`src/rtl/pie_pkg.sv`:
```
// ============================================================================
// pie_pkg: shared constants and types for the power iteration eigen core
// Action codes, register indexes and the shared unit request/response.
// ============================================================================
package pie_pkg;

    localparam int MaxDim   = 8;

    // actions
    localparam logic [1:0] ACT_MAT    = 2'd0;
    localparam logic [1:0] ACT_VEC    = 2'd1;
    localparam logic [1:0] ACT_RUN    = 2'd2;
    localparam logic [1:0] ACT_UNUSED = 2'd3;  // accepted, does nothing

    // configuration register indexes
    localparam logic [1:0] REG_SIZE  = 2'd0;
    localparam logic [1:0] REG_LIMIT = 2'd1;
    localparam logic [1:0] REG_TOL   = 2'd2;

    // square root / divider request and response
    typedef struct packed {
        logic        sqrt_go;
        logic        div_go;
        logic [63:0] sq;
        logic [47:0] dividend_mag;
        logic [31:0] divisor;
    } t_unit_req;

    typedef struct packed {
        logic        done;
        logic [31:0] root;
        logic [47:0] quot;
    } t_unit_rsp;

endpackage

```
`src/rtl/pie_sqdiv.sv`:
```
// ============================================================================
// pie_sqdiv: shared bit-serial square root and unsigned divider
// Square root of a 64-bit value (2 bits per cycle), or a 48 by 32 bit
// restoring division (1 bit per cycle). One operation at a time.
// ============================================================================
module pie_sqdiv (
    input  logic                i_clk,
    input  logic                i_rst_n,
    input  pie_pkg::t_unit_req  i_req,
    output pie_pkg::t_unit_rsp  o_rsp
);

    logic        r_busy, n_busy;
    logic        r_mode, n_mode;      // 0 sqrt, 1 divide
    logic [5:0]  r_cnt, n_cnt;
    logic [63:0] r_x, n_x;            // sqrt radicand / divide dividend shift
    logic [33:0] r_rem, n_rem;
    logic [31:0] r_res, n_res;
    logic [47:0] r_quot, n_quot;
    logic [31:0] r_dvs, n_dvs;
    logic        r_done, n_done;

    logic [35:0] trial;
    logic [35:0] srem;
    logic [32:0] drem;

    // one step of the selected operation
    always_comb begin
        n_busy = r_busy;
        n_mode = r_mode;
        n_cnt  = r_cnt;
        n_x    = r_x;
        n_rem  = r_rem;
        n_res  = r_res;
        n_quot = r_quot;
        n_dvs  = r_dvs;
        n_done = 1'b0;
        srem   = {r_rem, r_x[63:62]};
        trial  = {2'b00, r_res, 2'b01};
        drem   = {r_rem[31:0], r_x[63]};
        if (!r_busy) begin
            if (i_req.sqrt_go) begin
                n_busy = 1'b1;
                n_mode = 1'b0;
                n_cnt  = 6'd32;
                n_x    = i_req.sq;
                n_rem  = '0;
                n_res  = '0;
            end else if (i_req.div_go) begin
                n_busy = 1'b1;
                n_mode = 1'b1;
                n_cnt  = 6'd48;
                n_x    = {i_req.dividend_mag, 16'd0};
                n_rem  = '0;
                n_quot = '0;
                n_dvs  = i_req.divisor;
            end
        end else begin
            if (!r_mode) begin
                n_x = {r_x[61:0], 2'b00};
                if (srem >= trial) begin
                    n_rem = 34'(srem - trial);
                    n_res = {r_res[30:0], 1'b1};
                end else begin
                    n_rem = 34'(srem);
                    n_res = {r_res[30:0], 1'b0};
                end
            end else begin
                n_x = {r_x[62:0], 1'b0};
                if (drem >= {1'b0, r_dvs}) begin
                    n_rem  = {1'b0, drem - {1'b0, r_dvs}};
                    n_quot = {r_quot[46:0], 1'b1};
                end else begin
                    n_rem  = {1'b0, drem};
                    n_quot = {r_quot[46:0], 1'b0};
                end
            end
            n_cnt = r_cnt - 6'd1;
            if (r_cnt == 6'd1) begin
                n_busy = 1'b0;
                n_done = 1'b1;
            end
        end
    end

    always_ff @(posedge i_clk) begin
        if (!i_rst_n) begin
            r_busy <= 1'b0;
            r_done <= 1'b0;
            r_cnt  <= '0;
            r_mode <= 1'b0;
        end else begin
            r_busy <= n_busy;
            r_done <= n_done;
            r_cnt  <= n_cnt;
            r_mode <= n_mode;
        end
    end

    always_ff @(posedge i_clk) begin
        r_x    <= n_x;
        r_rem  <= n_rem;
        r_res  <= n_res;
        r_quot <= n_quot;
        r_dvs  <= n_dvs;
    end

    assign o_rsp.done = r_done;
    assign o_rsp.root = r_res;
    assign o_rsp.quot = r_quot;

endmodule
```
`config.mk`:
```
export PLATFORM = sky130hd
export DESIGN_NAME = pie_sqdiv
export DESIGN_NICKNAME = d
export VERILOG_FILES = /design/src/rtl/pie_pkg.sv /design/src/rtl/pie_sqdiv.sv
export SDC_FILE = /design/constraint.sdc
export NUM_CORES = 1
export LEC_CHECK = 0
export ABC_CLOCK_PERIOD_IN_PS = 11800
export BUFFER_PORTS_ARGS = -buffer_cell sky130_fd_sc_hd__buf_2
export CORE_MARGIN = 3
export CORE_UTILIZATION = 45
export CTS_BUF_LIST = sky130_fd_sc_hd__clkbuf_2
export CTS_CLUSTER_DIAMETER = 150
export DETAILED_ROUTE_END_ITERATION = 12
export GPL_TIMING_DRIVEN = 0
export PLACE_DENSITY = 0.71
export SETUP_SLACK_MARGIN = 0.15
export SLEW_MARGIN = 20
export SYNTH_ARGS = -nofsm -noshare
export SYNTH_HDL_FRONTEND = slang
export SYNTH_SLANG_ARGS = --single-unit
```
`constraint.sdc`:
```
create_clock -name i_clk -period 11.8 [get_ports i_clk]
set_clock_uncertainty 0.2 [all_clocks]
set_input_delay 3.54 -clock i_clk [delete_from_list [all_inputs] [get_ports i_clk]]
set_output_delay 3.54 -clock i_clk [all_outputs]
set_load 0.005 [all_outputs]
```
==> impl_metrics.py <==
metrics = {
    "status": {
        "status": "finished clean",
    },
    "sta": {
        "min_period_ns": 5.17,
        "hold_viol_final": 0,
        "max_slew_margin": 0.365,
        "max_freq_ghz": 0.193,
        "min_period_over_period": 0.438,
        "setup_tns_ns": 0,
        "setup_viol": 0,
        "report.final.slew_viol_count": 0,
        "tightest_slew_ns": 0.945,
        "fin_hold_ws_ns": 0.283,
        "rsz0062_at_grt": "false",
    },
    "cts": {
        "cts-root-buf": "clkbuf_2",
        "clock_latency_ns": 0.90,
        "clk_pin_slew_ns": 0.13,
        "cts_buffer_depth": 3,
        "numCtsBuffers": 58,
        "cts_tree": "yes",
        "post_cts_resized": 0,
        "post_cts_buffers": 0,
        "hold_buffers": 0,
        "htreeDepth": 2,
        "clock_sinks": 219,
    },
    "power": {
        "powerDensity_nw_per_um2": 221,
        "power_leakage_nw": 6.79,
        "p_total_mw": 3.41,
        "ir_worst_vdd_v": 0.000104,
    },
    "layout": {
        "layout-drive-gt1-share": 0.221,
        "area_growth_pct": 16.9,
        "fill_cells": 2712,
        "final_common_cell": "buf_2",
        "mostFrequentLayoutCells": "buf_2 (237), edfxtp_1 (210), nand2_1 (137), nor2_1 (97), a22oi_1 (95)",
        "nets": 1798,
        "fin_util": 0.536,
    },
    "setup_path": {
        "cp_cell_sequence": "buf_2",
        "critical-path-top-delay-family": "flip-flops",
        "worstPathArrival_ns": 1.43,
        "timing.rr.end": "r_rem[32]",
        "crit_path_start_kind": "flip-flop",
        "cp-end-kind": "output pin",
        "reg2reg_slack_ns": 7.80,
        "r2r_start": "r_x[63]",
        "worstRegToRegCells": 13,
        "startpoint": "r_res[18]",
        "critPathBufInv": 1,
        "cp_max_fo": 2,
        "cpMaxStageDelayCell": "edfxtp_1",
        "crit_type": "reg -> out",
        "cp.required_ns": 8.06,
        "crit_path_max_incr_delay_ns": 0.41,
    },
    "placement": {
        "place_congestion": 0.919,
        "io_buffers": 228,
        "place_hpwl_um": 28000,
    },
    "route": {
        "wl_per_cell_um": 18.4,
        "drtPass1Iterations": 5,
        "wirelength_um": 37000,
        "viasPerCell": 5.51,
        "drc": 0,
        "antenna_left": 0,
        "detail_route.iter0.violations": 833,
        "vias": 11062,
    },
    "synth": {
        "synth_seq_cells": 219,
        "synth_area_um2": 13200,
        "synth_edf_count": 210,
        "syn_nets": 1507,
        "synthFlopType": "edfxtp_1",
        "synth.avg_cell_area_um2": 10.2,
        "synthCells": 1290,
        "synth_cell_types": 69,
        "yosysWarnings": 0,
        "ys_async_sr_fraction": 0,
        "seq_area_frac_synth": 0.491,
    },
    "worst_hold_path": {
        "hold_depth": 1,
        "hp-start": "r_cnt[4]",
        "holdPathEnd": "r_cnt[4]",
        "holdCritPathClass": "reg -> reg",
    },
    "run": {
        "cap_violations": 0,
    },
    "die": {
        "start_util": 0.458,
        "die_h_um": 177,
        "rows": 62,
        "die_w_um": 177,
        "ios": 229,
        "core-area_um2": 28900,
        "dieArea_um2": 31500,
    },
    "grt": {
        "grt_max_degree": 55,
        "track_usage": 0.231,
        "grt_pass1_vias": 10830,
        "grt_pass1_wl_um": 57600,
        "grt_overflow_total": 0,
        "grt_antenna_before_repair": 6,
    },
}
[Yosys cell counts, drive strengths merged, types with 5 or more instances]
library cell  instances  area [um2]
edfxtp              210        6310
nand2               137         514
nor2                 98         368
a22oi                95         713
a21oi                89         460
inv                  84         315
ha                   68         851
o21ai                55         275
and2                 52         328
mux2i                41         410
clkbuf               36         135
xnor2                31         272
buf                  30         176
a21o                 26         195
xor2                 26         228
a211oi               21         178
nand3                20         100
o211ai               18         135
nor3                 15        75.1
nand2b               14        87.6
and3                 10        62.6
dfxtp                 9         180
nand4                 9        56.3
o21bai                9        67.6
a31oi                 8        50.1
o22ai                 8        50.1
nor2b                 7        43.8
o211a                 6        60.1
o21a                  6        45.0
o221ai                5        43.8
or2                   5        31.3
or3                   5        31.3
[power breakdown]
part           switching (mW)  total, mW  leakage, nW  internal [mW]
sequential              0.133       1.14         2.25           1.01
combinational            1.01       1.73         4.16          0.724
clock                   0.323      0.530        0.386          0.207
[layout make-up]
class,count,area (um2),area share
clock inverters,19,111,0.00720
well taps,384,480,0.0311
flip-flops and latches,219,6490,0.420
plain buffers,66,312,0.0202
clock buffers,80,400,0.0259
repair buffers,231,1220,0.0787
diodes,5,12.5,0.000809
multi-input cells,920,6110,0.396
inverters,85,324,0.0210
[flip-flops by register name, summed over array words and instances, names as in the netlist]
name	flops
r_busy	1
r_mode	1
r_dvs	32
r_res	32
r_x	64
r_rem	34
r_quot	48
r_cnt	6
r_done	1
[per-stage QoR]
step	std cells	cell area, um2	worst slack [ns]
floorplan	1290	13200	5.61
global placement	1902	14800	4.44
finish	2009	15500	6.63
CTS	2004	15400	6.53
global route	2006	15400	6.49
detailed placement	1905	14900	5.73
[how the worst max path moves through the flow]
stage | slack (ns) | depth (start not counted) | to
after detailed placement | 5.73 | 5 | r_quot[18]
after global placement | 4.44 | 3 | r_rem[23]
after CTS | 6.53 | 1 | o_rsp[36]
final | 6.63 | 1 | o_rsp[66]
after global routing | 6.49 | 1 | o_rsp[29]
after floorplan | 5.61 | 2 | r_rem[0]
[routing by layer]
metal  wire length, um  vias up  track usage
met1             16300     5130        0.323
met4               780        8       0.0605
li1                  -     5383            -
met5                54        -            0
met2             16700      466        0.361
met3              3240       75       0.0539
[logic make-up (layout without fill, tap and decap cells)]
family / after synthesis / count (layout) / synth area share
compound gates: 374 / 374 / 0.194
xor+xnor: 57 / 57 / 0.0378
fa+ha+maj: 69 / 69 / 0.0659
buf+inv: 151 / 481 / 0.0477
flops: 219 / 219 / 0.491
mux: 43 / 43 / 0.0327
other cells: 0 / 5 / 0
simple gates: 377 / 377 / 0.131
Note: power is estimated with default switching activity, not from simulation.
